--- src/rtl/hac_pkg.sv ---
// ----------------------------------------------------------------------------
// hac_pkg
// Shared widths, codes, control-word layout and microprogram for the
// accumulator machine step block.
// ----------------------------------------------------------------------------
`default_nettype none

package hac_pkg;

  // Widths of the machine
  localparam int WORD_W    = 12;
  localparam int BYTE_W    = 8;
  localparam int OP_W      = 4;
  localparam int ST_W      = 2;
  localparam int MEM_DEPTH = 256;
  localparam int MEM_AW    = $clog2(MEM_DEPTH);
  localparam int DIV_STEPS = WORD_W;
  localparam int DIV_CNT_W = $clog2(DIV_STEPS);
  localparam int UPC_W     = 5;

  localparam logic [WORD_W-1:0] DIV_ZERO_CODE = 12'h111;

  // Opcodes
  localparam logic [OP_W-1:0] OP_XCHG  = 4'd0;
  localparam logic [OP_W-1:0] OP_LOAD  = 4'd1;
  localparam logic [OP_W-1:0] OP_STORE = 4'd2;
  localparam logic [OP_W-1:0] OP_ADDC  = 4'd3;
  localparam logic [OP_W-1:0] OP_XOR   = 4'd4;
  localparam logic [OP_W-1:0] OP_DIV   = 4'd5;
  localparam logic [OP_W-1:0] OP_PUSH  = 4'd6;
  localparam logic [OP_W-1:0] OP_POP   = 4'd7;
  localparam logic [OP_W-1:0] OP_COMP  = 4'd8;
  localparam logic [OP_W-1:0] OP_CLEAR = 4'd9;

  // Status codes
  localparam logic [ST_W-1:0] ST_OK      = 2'd0;
  localparam logic [ST_W-1:0] ST_DIVZERO = 2'd1;
  localparam logic [ST_W-1:0] ST_FULL    = 2'd2;
  localparam logic [ST_W-1:0] ST_EMPTY   = 2'd3;

  // Microprogram addresses
  localparam logic [UPC_W-1:0] UA_XCHG   = 5'd0;
  localparam logic [UPC_W-1:0] UA_LOAD0  = 5'd1;
  localparam logic [UPC_W-1:0] UA_LOAD1  = 5'd2;
  localparam logic [UPC_W-1:0] UA_STORE  = 5'd3;
  localparam logic [UPC_W-1:0] UA_ADDC   = 5'd4;
  localparam logic [UPC_W-1:0] UA_XOR    = 5'd5;
  localparam logic [UPC_W-1:0] UA_DIV0   = 5'd6;
  localparam logic [UPC_W-1:0] UA_DIV1   = 5'd7;
  localparam logic [UPC_W-1:0] UA_DIV2   = 5'd8;
  localparam logic [UPC_W-1:0] UA_DIVZ   = 5'd9;
  localparam logic [UPC_W-1:0] UA_PUSH0  = 5'd10;
  localparam logic [UPC_W-1:0] UA_PUSH1  = 5'd11;
  localparam logic [UPC_W-1:0] UA_POP0   = 5'd12;
  localparam logic [UPC_W-1:0] UA_POP1   = 5'd13;
  localparam logic [UPC_W-1:0] UA_COMP   = 5'd14;
  localparam logic [UPC_W-1:0] UA_CLEAR  = 5'd15;
  localparam logic [UPC_W-1:0] UA_NOP    = 5'd16;

  // Control word fields; the zero code of each is the no-op
  typedef enum logic [2:0] {
    A_HOLD, A_IN, A_BIN, A_SUM, A_XOR, A_INV, A_ZERO, A_MEM
  } a_sel_t;

  typedef enum logic [1:0] {
    B_HOLD, B_IN, B_AIN
  } b_sel_t;

  typedef enum logic [1:0] {
    C_HOLD, C_AIN, C_QUO, C_DZ
  } c_sel_t;

  typedef enum logic [1:0] {
    SP_HOLD, SP_INC, SP_DEC
  } sp_op_t;

  typedef enum logic [2:0] {
    MEM_NONE, MEM_RD_ADDR, MEM_RD_SP, MEM_WR_ADDR, MEM_WR_SP
  } mem_op_t;

  typedef enum logic [1:0] {
    DIV_NONE, DIV_INIT, DIV_STEP
  } div_op_t;

  typedef enum logic [2:0] {
    STS_HOLD, STS_OK, STS_CHK_DZ, STS_CHK_FULL, STS_CHK_EMPTY
  } sts_op_t;

  typedef enum logic [1:0] {
    J_NEXT, J_BZERO, J_LOOP
  } jmp_t;

  typedef struct packed {
    a_sel_t           a_sel;
    b_sel_t           b_sel;
    c_sel_t           c_sel;
    logic             d_ld;
    logic             e_ld;
    sp_op_t           sp_op;
    mem_op_t          mem_op;
    div_op_t          div_op;
    sts_op_t          sts_op;
    jmp_t             jmp;
    logic [UPC_W-1:0] target;
    logic             done;
  } uword_t;

  // Sequencer to datapath
  typedef struct packed {
    logic   exec;
    uword_t uw;
  } hac_ctl_t;

  // Datapath conditions for the sequencer's jumps
  typedef struct packed {
    logic b_zero;
    logic div_last;
  } hac_cond_t;

  // Architectural state as seen on the result channel
  typedef struct packed {
    logic [WORD_W-1:0] acc;
    logic [WORD_W-1:0] b_reg;
    logic [WORD_W-1:0] c_reg;
    logic [WORD_W-1:0] d_reg;
    logic              carry;
    logic [BYTE_W-1:0] stack_ptr;
    logic [BYTE_W-1:0] prog_count;
    logic [ST_W-1:0]   status;
  } hac_arch_t;

  // Map an opcode to the first step of its routine
  function automatic logic [UPC_W-1:0] ucode_entry(input logic [OP_W-1:0] op);
    logic [UPC_W-1:0] ua;
    ua = UA_NOP;
    case (op)
      OP_XCHG:  ua = UA_XCHG;
      OP_LOAD:  ua = UA_LOAD0;
      OP_STORE: ua = UA_STORE;
      OP_ADDC:  ua = UA_ADDC;
      OP_XOR:   ua = UA_XOR;
      OP_DIV:   ua = UA_DIV0;
      OP_PUSH:  ua = UA_PUSH0;
      OP_POP:   ua = UA_POP0;
      OP_COMP:  ua = UA_COMP;
      OP_CLEAR: ua = UA_CLEAR;
      default:  ua = UA_NOP;
    endcase
    return ua;
  endfunction

  // Control store
  function automatic uword_t ucode_rom(input logic [UPC_W-1:0] upc);
    uword_t w;
    w = '0;
    case (upc)
      UA_XCHG: begin
        w.a_sel  = A_BIN;
        w.b_sel  = B_AIN;
        w.c_sel  = C_AIN;
        w.sts_op = STS_OK;
        w.done   = 1'b1;
      end
      UA_LOAD0: begin
        w.mem_op = MEM_RD_ADDR;
        w.sts_op = STS_OK;
      end
      UA_LOAD1: begin
        w.a_sel = A_MEM;
        w.done  = 1'b1;
      end
      UA_STORE: begin
        w.mem_op = MEM_WR_ADDR;
        w.sts_op = STS_OK;
        w.done   = 1'b1;
      end
      UA_ADDC: begin
        w.a_sel  = A_SUM;
        w.b_sel  = B_IN;
        w.e_ld   = 1'b1;
        w.sts_op = STS_OK;
        w.done   = 1'b1;
      end
      UA_XOR: begin
        w.a_sel  = A_XOR;
        w.b_sel  = B_IN;
        w.sts_op = STS_OK;
        w.done   = 1'b1;
      end
      UA_DIV0: begin
        w.a_sel  = A_IN;
        w.b_sel  = B_IN;
        w.div_op = DIV_INIT;
        w.sts_op = STS_CHK_DZ;
        w.jmp    = J_BZERO;
        w.target = UA_DIVZ;
      end
      UA_DIV1: begin
        w.div_op = DIV_STEP;
        w.jmp    = J_LOOP;
        w.target = UA_DIV1;
      end
      UA_DIV2: begin
        w.c_sel = C_QUO;
        w.d_ld  = 1'b1;
        w.done  = 1'b1;
      end
      UA_DIVZ: begin
        w.c_sel = C_DZ;
        w.done  = 1'b1;
      end
      UA_PUSH0: begin
        w.a_sel  = A_IN;
        w.sp_op  = SP_INC;
        w.sts_op = STS_CHK_FULL;
      end
      UA_PUSH1: begin
        w.mem_op = MEM_WR_SP;
        w.done   = 1'b1;
      end
      UA_POP0: begin
        w.mem_op = MEM_RD_SP;
        w.sts_op = STS_CHK_EMPTY;
      end
      UA_POP1: begin
        w.a_sel = A_MEM;
        w.sp_op = SP_DEC;
        w.done  = 1'b1;
      end
      UA_COMP: begin
        w.a_sel  = A_INV;
        w.sts_op = STS_OK;
        w.done   = 1'b1;
      end
      UA_CLEAR: begin
        w.a_sel  = A_ZERO;
        w.sts_op = STS_OK;
        w.done   = 1'b1;
      end
      default: begin
        w.sts_op = STS_OK;
        w.done   = 1'b1;
      end
    endcase
    return w;
  endfunction

endpackage

`default_nettype wire

--- src/rtl/hac_sequencer.sv ---
// ----------------------------------------------------------------------------
// hac_sequencer
// Step counter and control store: dispatches on the opcode, walks the
// routine one control word per cycle and hands the result to the output.
// ----------------------------------------------------------------------------
`default_nettype none

module hac_sequencer (
  input  wire                            clk,
  input  wire                            rst_n,
  input  wire                            in_valid,
  input  wire  [hac_pkg::OP_W-1:0]       in_opcode,
  output logic                           in_ready,
  input  wire                            out_free,
  output logic                           emit,
  input  wire  hac_pkg::hac_cond_t       cond,
  output hac_pkg::hac_ctl_t              ctl
);

  typedef enum logic [2:0] {
    SQ_IDLE = 3'b001,
    SQ_RUN  = 3'b010,
    SQ_EMIT = 3'b100
  } sq_state_t;

  sq_state_t                   state_r, state_nxt;
  logic [hac_pkg::UPC_W-1:0]   upc_r, upc_nxt;
  hac_pkg::uword_t             uw;

  // Fetch the current control word
  assign uw       = hac_pkg::ucode_rom(upc_r);
  assign ctl.uw   = uw;
  assign ctl.exec = (state_r == SQ_RUN);
  assign in_ready = (state_r == SQ_IDLE);
  assign emit     = (state_r == SQ_EMIT) && out_free;

  // Advance the step counter
  always_comb begin
    state_nxt = state_r;
    upc_nxt   = upc_r;
    case (state_r)
      SQ_IDLE: begin
        if (in_valid) begin
          state_nxt = SQ_RUN;
          upc_nxt   = hac_pkg::ucode_entry(in_opcode);
        end
      end
      SQ_RUN: begin
        if (uw.done) begin
          state_nxt = SQ_EMIT;
        end else begin
          case (uw.jmp)
            hac_pkg::J_BZERO: upc_nxt = cond.b_zero ? uw.target : upc_r + 1'b1;
            hac_pkg::J_LOOP:  upc_nxt = cond.div_last ? upc_r + 1'b1 : uw.target;
            default:          upc_nxt = upc_r + 1'b1;
          endcase
        end
      end
      SQ_EMIT: begin
        if (out_free) begin
          state_nxt = SQ_IDLE;
        end
      end
      default: state_nxt = SQ_IDLE;
    endcase
  end

  always_ff @(posedge clk) begin
    if (!rst_n) begin
      state_r <= SQ_IDLE;
      upc_r   <= '0;
    end else begin
      state_r <= state_nxt;
      upc_r   <= upc_nxt;
    end
  end

endmodule

`default_nettype wire

--- src/rtl/hac_datapath.sv ---
// ----------------------------------------------------------------------------
// hac_datapath
// Machine registers, adder, shift-subtract divider and the data memory,
// all driven by the current control word.
// ----------------------------------------------------------------------------
`default_nettype none

module hac_datapath (
  input  wire                              clk,
  input  wire                              rst_n,
  input  wire                              in_fire,
  input  wire  [hac_pkg::WORD_W-1:0]       in_a_value,
  input  wire  [hac_pkg::WORD_W-1:0]       in_b_value,
  input  wire  [hac_pkg::BYTE_W-1:0]       in_address,
  input  wire  hac_pkg::hac_ctl_t          ctl,
  output hac_pkg::hac_cond_t               cond,
  output hac_pkg::hac_arch_t               arch
);

  localparam int W  = hac_pkg::WORD_W;
  localparam int AW = hac_pkg::MEM_AW;

  // Operand latches
  logic [W-1:0]                  a_in_r, b_in_r;
  logic [hac_pkg::BYTE_W-1:0]    addr_r;

  // Machine registers
  logic [W-1:0]                  a_r, b_r, c_r, d_r;
  logic                          e_r;
  logic [hac_pkg::BYTE_W-1:0]    sp_r, pc_r;
  logic [hac_pkg::ST_W-1:0]      st_r;

  // Divider
  logic [W-1:0]                  rem_r, quo_r;
  logic [hac_pkg::DIV_CNT_W-1:0] cnt_r;
  logic [W:0]                    rem_sh, rem_diff;
  logic                          rem_ge;

  // Memory
  logic [W-1:0]                  mem_q [hac_pkg::MEM_DEPTH];
  logic [hac_pkg::MEM_DEPTH-1:0] mem_vld_r;
  logic [W-1:0]                  mem_rd_r;
  logic                          rd_vld_r;
  logic [W-1:0]                  mem_word;
  logic [AW-1:0]                 addr_idx, sp_idx, rd_idx, wr_idx;
  logic                          mem_wr, mem_rd;

  logic [W:0]                    sum;
  logic                          go;
  hac_pkg::uword_t               uw;

  assign uw = ctl.uw;
  assign go = ctl.exec;

  // Capture the item's operands
  always_ff @(posedge clk) begin
    if (in_fire) begin
      a_in_r <= in_a_value;
      b_in_r <= in_b_value;
      addr_r <= in_address;
    end
  end

  // Add with carry in
  assign sum = {1'b0, a_in_r} + {1'b0, b_in_r} + {{W{1'b0}}, e_r};

  // One restoring divide step
  assign rem_sh   = {rem_r, quo_r[W-1]};
  assign rem_diff = rem_sh - {1'b0, b_r};
  assign rem_ge   = (rem_sh >= {1'b0, b_r});

  assign cond.b_zero   = (b_in_r == '0);
  assign cond.div_last = (cnt_r == hac_pkg::DIV_CNT_W'(hac_pkg::DIV_STEPS - 1));

  // Memory addressing
  assign addr_idx = addr_r[AW-1:0];
  assign sp_idx   = sp_r[AW-1:0];
  assign rd_idx   = (uw.mem_op == hac_pkg::MEM_RD_SP) ? sp_idx : addr_idx;
  assign wr_idx   = (uw.mem_op == hac_pkg::MEM_WR_SP) ? sp_idx : addr_idx;
  assign mem_wr   = go && ((uw.mem_op == hac_pkg::MEM_WR_ADDR) ||
                           (uw.mem_op == hac_pkg::MEM_WR_SP));
  assign mem_rd   = go && ((uw.mem_op == hac_pkg::MEM_RD_ADDR) ||
                           (uw.mem_op == hac_pkg::MEM_RD_SP));
  // A word never written reads as zero
  assign mem_word = rd_vld_r ? mem_rd_r : '0;

  // Write and read the memory array
  always_ff @(posedge clk) begin
    if (mem_wr) begin
      mem_q[wr_idx] <= a_r;
    end
    if (mem_rd) begin
      mem_rd_r <= mem_q[rd_idx];
    end
  end

  // Track written words; read-valid travels with the read data
  always_ff @(posedge clk) begin
    if (!rst_n) begin
      mem_vld_r <= '0;
      rd_vld_r  <= 1'b0;
    end else begin
      if (mem_wr) begin
        mem_vld_r[wr_idx] <= 1'b1;
      end
      if (mem_rd) begin
        rd_vld_r <= mem_vld_r[rd_idx];
      end
    end
  end

  // Divider registers
  always_ff @(posedge clk) begin
    if (go && uw.div_op == hac_pkg::DIV_INIT) begin
      rem_r <= '0;
      quo_r <= a_in_r;
      cnt_r <= '0;
    end else if (go && uw.div_op == hac_pkg::DIV_STEP) begin
      rem_r <= rem_ge ? rem_diff[W-1:0] : rem_sh[W-1:0];
      quo_r <= {quo_r[W-2:0], rem_ge};
      cnt_r <= cnt_r + 1'b1;
    end
  end

  // Machine registers
  always_ff @(posedge clk) begin
    if (!rst_n) begin
      a_r  <= '0;
      b_r  <= '0;
      c_r  <= '0;
      d_r  <= '0;
      e_r  <= 1'b0;
      sp_r <= '0;
      pc_r <= '0;
      st_r <= hac_pkg::ST_OK;
    end else if (go) begin
      case (uw.a_sel)
        hac_pkg::A_IN:   a_r <= a_in_r;
        hac_pkg::A_BIN:  a_r <= b_in_r;
        hac_pkg::A_SUM:  a_r <= sum[W-1:0];
        hac_pkg::A_XOR:  a_r <= a_in_r ^ b_in_r;
        hac_pkg::A_INV:  a_r <= ~a_in_r;
        hac_pkg::A_ZERO: a_r <= '0;
        hac_pkg::A_MEM:  a_r <= mem_word;
        default:         a_r <= a_r;
      endcase

      case (uw.b_sel)
        hac_pkg::B_IN:  b_r <= b_in_r;
        hac_pkg::B_AIN: b_r <= a_in_r;
        default:        b_r <= b_r;
      endcase

      case (uw.c_sel)
        hac_pkg::C_AIN: c_r <= a_in_r;
        hac_pkg::C_QUO: c_r <= quo_r;
        hac_pkg::C_DZ:  c_r <= hac_pkg::DIV_ZERO_CODE;
        default:        c_r <= c_r;
      endcase

      if (uw.d_ld) begin
        d_r <= rem_r;
      end
      if (uw.e_ld) begin
        e_r <= sum[W];
      end

      // Stack pointer wraps up, sticks at zero going down
      case (uw.sp_op)
        hac_pkg::SP_INC: sp_r <= sp_r + 1'b1;
        hac_pkg::SP_DEC: sp_r <= (sp_r == '0) ? sp_r : sp_r - 1'b1;
        default:         sp_r <= sp_r;
      endcase

      case (uw.sts_op)
        hac_pkg::STS_OK:        st_r <= hac_pkg::ST_OK;
        hac_pkg::STS_CHK_DZ:    st_r <= (b_in_r == '0) ? hac_pkg::ST_DIVZERO
                                                       : hac_pkg::ST_OK;
        hac_pkg::STS_CHK_FULL:  st_r <= (sp_r == '1) ? hac_pkg::ST_FULL
                                                     : hac_pkg::ST_OK;
        hac_pkg::STS_CHK_EMPTY: st_r <= (sp_r == '0) ? hac_pkg::ST_EMPTY
                                                     : hac_pkg::ST_OK;
        default:                st_r <= st_r;
      endcase

      // Program counter advances once per instruction
      if (uw.done) begin
        pc_r <= pc_r + 1'b1;
      end
    end
  end

  assign arch.acc        = a_r;
  assign arch.b_reg      = b_r;
  assign arch.c_reg      = c_r;
  assign arch.d_reg      = d_r;
  assign arch.carry      = e_r;
  assign arch.stack_ptr  = sp_r;
  assign arch.prog_count = pc_r;
  assign arch.status     = st_r;

endmodule

`default_nettype wire

--- src/rtl/hex_accumulator_cpu_step.sv ---
// ----------------------------------------------------------------------------
// hex_accumulator_cpu_step
// One instruction of a 12-bit accumulator machine per item, run by a
// microcoded sequencer over a register/memory datapath.
// ----------------------------------------------------------------------------
// Each input item is one instruction; each yields one result item holding
// A, B, C, D, the carry, SP, PC and a status code after it executes. The
// block works on one instruction at a time: a new item is taken only when
// the sequencer is idle, while the previous result may still sit in the
// output register. A result is registered once the routine's last control
// word has run and the sequencer has passed its emit state. Divide runs
// the restoring divider, which retires one quotient bit per cycle over
// twelve steps; divide by zero skips it. With no output stall the
// sequencer is idle again, ready for the next item, in the cycle the
// result appears, so each item passes through idle, its routine and the
// emit state. A stalled result holds the sequencer once the next routine
// finishes. The 256-word memory reads as zero until written and needs no
// clearing after reset.
`default_nettype none

module hex_accumulator_cpu_step (
  input  wire                          clk,
  input  wire                          rst_n,
  input  wire                          in_valid,
  output logic                         in_ready,
  input  wire  [hac_pkg::OP_W-1:0]     in_opcode,
  input  wire  [hac_pkg::WORD_W-1:0]   in_a_value,
  input  wire  [hac_pkg::WORD_W-1:0]   in_b_value,
  input  wire  [hac_pkg::BYTE_W-1:0]   in_address,
  output logic                         out_valid,
  input  wire                          out_ready,
  output logic [hac_pkg::WORD_W-1:0]   out_acc,
  output logic [hac_pkg::WORD_W-1:0]   out_b_reg,
  output logic [hac_pkg::WORD_W-1:0]   out_c_reg,
  output logic [hac_pkg::WORD_W-1:0]   out_d_reg,
  output logic                         out_carry,
  output logic [hac_pkg::BYTE_W-1:0]   out_stack_ptr,
  output logic [hac_pkg::BYTE_W-1:0]   out_prog_count,
  output logic [hac_pkg::ST_W-1:0]     out_status
);

  hac_pkg::hac_ctl_t   ctl;
  hac_pkg::hac_cond_t  cond;
  hac_pkg::hac_arch_t  arch;
  hac_pkg::hac_arch_t  res_r;
  logic                out_valid_r;
  logic                out_free;
  logic                emit;
  logic                in_fire;

  assign in_fire  = in_valid && in_ready;
  assign out_free = !out_valid_r || out_ready;

  hac_sequencer u_seq (
    .clk       (clk),
    .rst_n     (rst_n),
    .in_valid  (in_valid),
    .in_opcode (in_opcode),
    .in_ready  (in_ready),
    .out_free  (out_free),
    .emit      (emit),
    .cond      (cond),
    .ctl       (ctl)
  );

  hac_datapath u_dp (
    .clk        (clk),
    .rst_n      (rst_n),
    .in_fire    (in_fire),
    .in_a_value (in_a_value),
    .in_b_value (in_b_value),
    .in_address (in_address),
    .ctl        (ctl),
    .cond       (cond),
    .arch       (arch)
  );

  // Hold the finished item until the consumer takes it
  always_ff @(posedge clk) begin
    if (!rst_n) begin
      out_valid_r <= 1'b0;
    end else if (emit) begin
      out_valid_r <= 1'b1;
    end else if (out_ready) begin
      out_valid_r <= 1'b0;
    end
  end

  always_ff @(posedge clk) begin
    if (emit) begin
      res_r <= arch;
    end
  end

  assign out_valid      = out_valid_r;
  assign out_acc        = res_r.acc;
  assign out_b_reg      = res_r.b_reg;
  assign out_c_reg      = res_r.c_reg;
  assign out_d_reg      = res_r.d_reg;
  assign out_carry      = res_r.carry;
  assign out_stack_ptr  = res_r.stack_ptr;
  assign out_prog_count = res_r.prog_count;
  assign out_status     = res_r.status;

endmodule

`default_nettype wire
--- config.mk ---
export PLATFORM = sky130hd
export DESIGN_NAME = hex_accumulator_cpu_step
export DESIGN_NICKNAME = d
export VERILOG_FILES = /design/src/rtl/hac_pkg.sv /design/src/rtl/hac_sequencer.sv /design/src/rtl/hac_datapath.sv /design/src/rtl/hex_accumulator_cpu_step.sv
export SDC_FILE = /design/constraint.sdc
export NUM_CORES = 2
export LEC_CHECK = 0
export BUFFER_PORTS_ARGS = -buffer_cell sky130_fd_sc_hd__buf_4
export CORE_ASPECT_RATIO = 1.4
export CORE_MARGIN = 1
export CORE_UTILIZATION = 40
export CTS_CLUSTER_SIZE = 30
export DETAILED_ROUTE_END_ITERATION = 7
export GPL_ROUTABILITY_DRIVEN = 0
export PLACE_DENSITY = 0.54
export SYNTH_ARGS = -nofsm -noshare
export SYNTH_HDL_FRONTEND = slang
export SYNTH_SLANG_ARGS = --single-unit
export TNS_END_PERCENT = 100
--- constraint.sdc ---
create_clock -name clk -period 10.1 [get_ports clk]
set_clock_uncertainty 0.05 [all_clocks]
set_input_delay 1.01 -clock clk [delete_from_list [all_inputs] [get_ports clk]]
set_output_delay 1.01 -clock clk [all_outputs]
set_load 0.01 [all_outputs]
### After elaboration in Yosys (flattened, before gate mapping)

Memories as Yosys holds them, arrays and structs flattened. A register that Yosys moved wholly into a read port is not among the register bits.
Cells that the tools add are included.

| storage, ports and cells | value |
|---|---|
| bits of input ports | 40 |
| bits in read-only memories | 80 |
| RAM bits | 3072 |
| bits in registers | 460 |
| memories | 2 |
| output and inout bits | 69 |

Memories:

| memory | depth | width | rd ports | clocked after memory_dff | write ports | RTL line | text |
|---|---|---|---|---|---|---|---|
| u_dp.mem_q | 256 | 12 | 1 | 1 | 1 | hac_datapath.sv:40 | `logic [W-1:0] mem_q [hac_pkg::MEM_DEPTH];` |
| (name not given) | 16 | 5 | 1 | 0 | 0 | hac_pkg.sv:136 | `case (op)` |

| cells by class | value |
|---|---|
| mux-type cells | 43 |
| reduce and logical (&&, ||, !) cells | 37 |
| eq/ne operators | 51 |
| bitwise gates (word level) | 4 |
| add/sub/neg operators | 8 |
| magnitude comparators | 4 |

Operators by type and width:

| kind | count |
|---|---|
| 256-bit OR | 1 |
| 12-bit case mux with 7 select lines | 1 |
| 12-bit 2-to-1 mux | 4 |
| 5-bit by 4-bit == test with 1-bit output (second input constant) | 8 |
| 12-bit case mux with 3 select lines | 1 |
| 8-bit 2-to-1 mux | 3 |
| 12-bit case mux with 2 select lines | 1 |
| 3-bit case mux with 4 select lines | 2 |
| 3-bit by 2-bit == test with 1-bit output (second input constant) | 7 |
| 3-bit == test (second input constant) | 7 |
| 3-bit case mux with 7 select lines | 1 |
| 5-bit by 3-bit == test with 1-bit output (second input constant) | 4 |
| 5-bit 2-to-1 mux | 4 |
| 5-bit case mux with 2 select lines | 2 |
| 8-bit by 9-bit < comparator with 1-bit output (second input constant) | 2 |
| 8-bit by 1-bit adder with 8-bit output (second input constant) | 2 |
| 8-bit case mux with 2 select lines | 1 |
| 7-bit case mux with 2 select lines | 1 |
| 2-bit AND reduction | 7 |
| 12-bit by 12-bit adder with 13-bit output | 1 |
| 13-bit by 1-bit adder with 13-bit output | 1 |
| 13-bit by 12-bit >= comparator with 1-bit output | 1 |
| 2-bit == test (second input constant) | 6 |
| 3-bit by 1-bit == test with 1-bit output (second input constant) | 4 |
| other kinds (39) | 75 |

### Depth between registers and ports, before layout

| logic depth | value |
|---|---|
| word-level depth | 9 |
| mapped depth | 16 |

### Cells and area by module

Synthesis repeated with hierarchy kept, for this count alone.

| unflattened totals | value |
|---|---|
| cell total of the unflattened synthesis | 10252 |
| area total of the unflattened synthesis | 140970.2 um^2 |

Modules (own cells, without submodules):

| module | instances | area an instance (um^2) | cells each |
|---|---|---|---|
| hac_datapath | 1 | 137813.4 | 10033 |
| hex_accumulator_cpu_step | 1 | 2067.0 | 72 |
| hac_sequencer | 1 | 1089.8 | 147 |

### Least setup slack after synthesis

No wires, ideal clock.

| timing path | value |
|---|---|
| kind | input port to flip-flop |
| start | input in_valid |
| end | register u_seq.upc_r[4] (netlist bit) |
| slack | 4.825 ns |
| data arrival time | 5.109 ns |
| library setup time | 0.116 ns |
| buffers on the path | 0 |
| stages on the path | 4 |
| cell sequence | nor4bb_1 o21bai_1 o311ai_0 o211a_1 |

| between the ends | value |
|---|---|
| longest elaborated chain between the ends | 2 |

RTL lines:

| what | RTL line | text |
|---|---|---|
| start, declared | hex_accumulator_cpu_step.sv:24 | `input wire in_valid,` |
| 2-bit != test (no line) | n/a |  |
| 3-bit AND reduction (no line) | n/a |  |
| end signal, assigned | hac_sequencer.sv:74 | `upc_r <= upc_nxt;` |
| end, declared | hac_sequencer.sv:27 | `logic [hac_pkg::UPC_W-1:0] upc_r, upc_nxt;` |

No other way between the ends.
A chain may end at the register's enable or synchronous reset.

### Worst setup path after layout

| timing path | value |
|---|---|
| start | register u_seq.upc_r[3] (netlist bit) |
| end | register u_dp.mem_rd_r[0] (read register of u_dp.mem_q) (data pin) |

| between the ends | value |
|---|---|
| longest elaborated chain between the ends | 5 |
| elaborated cells on any way between the ends | 10 |

RTL lines:

| what | RTL line | text |
|---|---|---|
| 5-bit by 4-bit == test with 1-bit output (tied with other cells) | hac_pkg.sv:156 | `case (upc)` |
| 3-bit case mux with 4 select lines (*) | hac_pkg.sv:156 |  |
| 3-bit by 1-bit == test with 1-bit output or 3-bit by 2-bit == test with 1-bit output (tied branches) | hac_datapath.sv:82, hac_datapath.sv:78, hac_datapath.sv:83 |  |
| 1-bit logical OR | hac_datapath.sv:82 | `assign mem_rd = go && ((uw.mem_op == hac_pkg::MEM_RD_ADDR) \|\|` |
| 1-bit logical AND | hac_datapath.sv:82 |  |
| end, declared | hac_datapath.sv:42 | `logic [W-1:0] mem_rd_r;` |

Every way passes the cells marked *; elsewhere a longest branch is shown, timed or not.

==> summary.txt <==
Max-Cap Viols: 1
Largest registers: u_dp.mem_q x3072, u_dp.mem_vld_r x256
CP Launch Type: register
Critical path type: reg2reg
Grt ovf: 0
First-pass GRT wire length: 576000 um
Multi-input gate area: 33400 um^2
Critical path arrival: 7.67 ns
Post-DR wirelength/cell: 32.1 um
CTS tree: built
Post-CTS sizing: 0
Final setup viols: 0
DP HPWL: 249000 um
Post-synthesis cell area: 138000 um^2
Setup_tns: 0 ns
Antenna violations before repair: 18
Top_reg_cell synth: edfxtp_1
Cells along the critical path: nand4b_4 -> mux2i_4 -> buf_12 -> buf_12 -> buf_4 -> mux4_2 -> nand2_1 -> and3_1 -> a311oi_1 -> o21ai_0 -> nand3_1 -> o211a_1
DRT Wirelength: 409000 um
Biggest register: u_dp.mem_q
Achievable frequency: 0.142 GHz
Worst vdd ir: 0.114 mV
Number of vias per cell: 5.83
Syn. warnings: 0
Vias: 74.2k
Syn_nets: 7776
Crit Path Max Fanout: 71
Crit. End Element: register
Failing checks: capacitance limit, slew limit
Avg Inst Size Synth: 17.9 um^2
Leakage: 49.1 nW
Distinct cell type count after synthesis: 66
Critical Path Slowest Stage Cell: dfxtp_1
Final Critical Period: 7.05 ns
Pwr per Cell Area: 194 nW/um^2
DRC violations left: 0
DP Area: 145000 um^2
Layout Area Growth over Synthesis: 13.3%
Unrepaired setup endpoints after global routing: false
Post-synthesis register bit count: 3544
TritonCTS Buffers: 341
Die width: 498 um
Post-CTS Setup Repair Bufs: 0
Root buf cell: clkbuf_16
Final Hold Vio Count: 0
Max reg flops: 3072
Hold Path Class: in2reg
Die Ht: 697 um
Register area: 103000 um^2
Final Max Tran Viols: 2
Core area: 343000 um^2
H-Tree Depth: 5
Post-route cell area: 156000 um^2
Nets: 8050
Starting Density: 40.3%
Final Cycle Share: 69.8%
Hold_buf cts: 0
CTS Sinks: 3544
CP delay by family, top: simple AND/OR/NAND/NOR gates
Worst rel slew slack: -8.04%
CP max stage delay: 1.04 ns
WP buf/inv: 3
GRT Overall Usage: 23.3%
Crit path required time: 10.72 ns
Clock Tree Buf Depth: 4
CTS clk-pin slew, worst paths: 0.07 ns
Share of flip-flops with an asynchronous set or reset: 0%
Worst-Skew Late Latency: 0.92 ns
Placement Rows: 254
I/O Pins: 109
Worst-margin pin slew: 1.58 ns
Most common cell on crit path: buf_12
Drt pass-1 iters: 6
Fillers: 29.3k
Layout cells sized above 1: 21.9%
Seq/Total Area, Yosys: 74.6%
Outcome: complete, but fails checks
Number of synthesized flops with an enable pin: 3195
DIE AREA: 347000 um^2
Vias in the first global route: 75.3k
Input/output buffers: 108
Pin count of the biggest net entering global routing: 209
Cells after synthesis: 7688
DRT iter0 DRCs: 7964
Antenna-violating nets left: 0
## cells in the mapped netlist, drive strengths merged, types with 10 or more instances
cell	instances	share of area [%]
nor2	342	0.93
o211a	36	0.26
o21a	262	1.4
a21boi	26	0.14
a22oi	54	0.29
a32oi	29	0.18
inv	39	0.11
ha	44	0.40
nand2b	18	0.082
a221oi	20	0.13
mux2	28	0.23
a21oi	99	0.36
a311oi	16	0.10
o211ai	16	0.087
buf	233	0.83
nor3	32	0.12
mux4	740	12
nor4	23	0.10
nand3b	14	0.076
nand4	70	0.32
o21ai	111	0.40
nand3	385	1.4
o22ai	12	0.054
mux2i	97	0.71
dfxtp	349	5.1
o31ai	12	0.065
o221ai	10	0.063
and2	16	0.073
and3	20	0.091
a221o	16	0.12
xnor2	21	0.13
edfxtp	3195	70
nor2b	17	0.077
a31oi	37	0.17
nand2	927	2.5
a22o	29	0.18
clkbuf	221	0.60
## layout by cell type, fill, tap and decap left out, drive strengths merged, types with 23 or more instances in the layout
cell and n:
o21a 262, dfxtp 349, a22oi 54, nor4 23
nand3 385, buf 385, bufinv 30, mux4 740
a21oi 99, o21ai 111, inv 51, mux2i 97
nand2 927, a22o 29, clkbuf 458, mux2 28
a32oi 29, a31oi 37, clkinv 104, nor2 342
o211a 36, nand4 70, edfxtp 3195, ha 44
nor3 32, a21boi 26
## layer usage
layer	global-route usage, %	share of wire (%)	wire length [um]	up-vias
met4	11.8	5.6	23000	12
met2	40.7	51	208000	2779
met1	27.9	37	153000	39500
met3	3.67	6.0	24600	713
met5	0	0.029	120	-
li1	-	-	-	31200
## metrics by stage
step | hold WS (ns) | power (mW) | setup WS (ns) | utilization (%) | cells
after global placement | 0.366 | 17.8 | 3.17 | 42.4 | 12100
after global routing | 0.189 | 31.0 | 2.74 | 45.6 | 12700
after detailed placement | 0.366 | 17.8 | 3.09 | 42.4 | 12100
after floorplan | 0.352 | 17.2 | 4.82 | - | 7688
after CTS | 0.156 | 30.5 | 3.06 | 45.6 | 12700
final | 0.204 | 30.3 | 3.05 | 45.6 | 12700
## where the power goes
group	leakage [nW]	switching [mW]	total, mW	internal [mW]
clock	5.32	5.57	12.8	7.26
combinational	12.9	1.03	1.58	0.543
sequential	30.9	0.0482	15.9	15.8
## final cells by class
cell class | count | area share [%]
repair buffers | 385 | 2.05
inverters | 39 | 0.0937
clock inverters | 154 | 1.03
clock buffers | 458 | 5.95
diodes | 10 | 0.0160
flip-flops and latches | 3544 | 65.9
well taps | 4480 | 3.59
multi-input cells | 3651 | 21.4
## cells by family (layout without fill, tap and decap cells)
| family | count (synthesis) | after routing | synth area share (%) |
|---|---|---|---|
| flops | 3544 | 3544 | 74.6 |
| xor+xnor | 28 | 28 | 0.178 |
| buf+inv | 493 | 1036 | 1.53 |
| simple gates | 1888 | 1888 | 5.93 |
| mux | 865 | 865 | 13.0 |
| other cells | 0 | 10 | 0 |
| fa+ha+maj | 48 | 48 | 0.457 |
| compound gates | 822 | 822 | 4.26 |
## path summary, 6_finish.rpt
check	cells after the start	end	start	slack, ns
setup / recovery	12	u_dp.mem_rd_r[0]	u_seq.upc_r[3]	3.05
hold / removal	1	u_dp.a_in_r[4]	in_a_value[4]	0.20
hold reg to reg	0	out_d_reg[0]	u_dp.d_r[0]	0.38
setup reg to reg	12	u_dp.mem_rd_r[0]	u_seq.upc_r[3]	3.05
No activity file was read; power rests on OpenSTA's default activity.
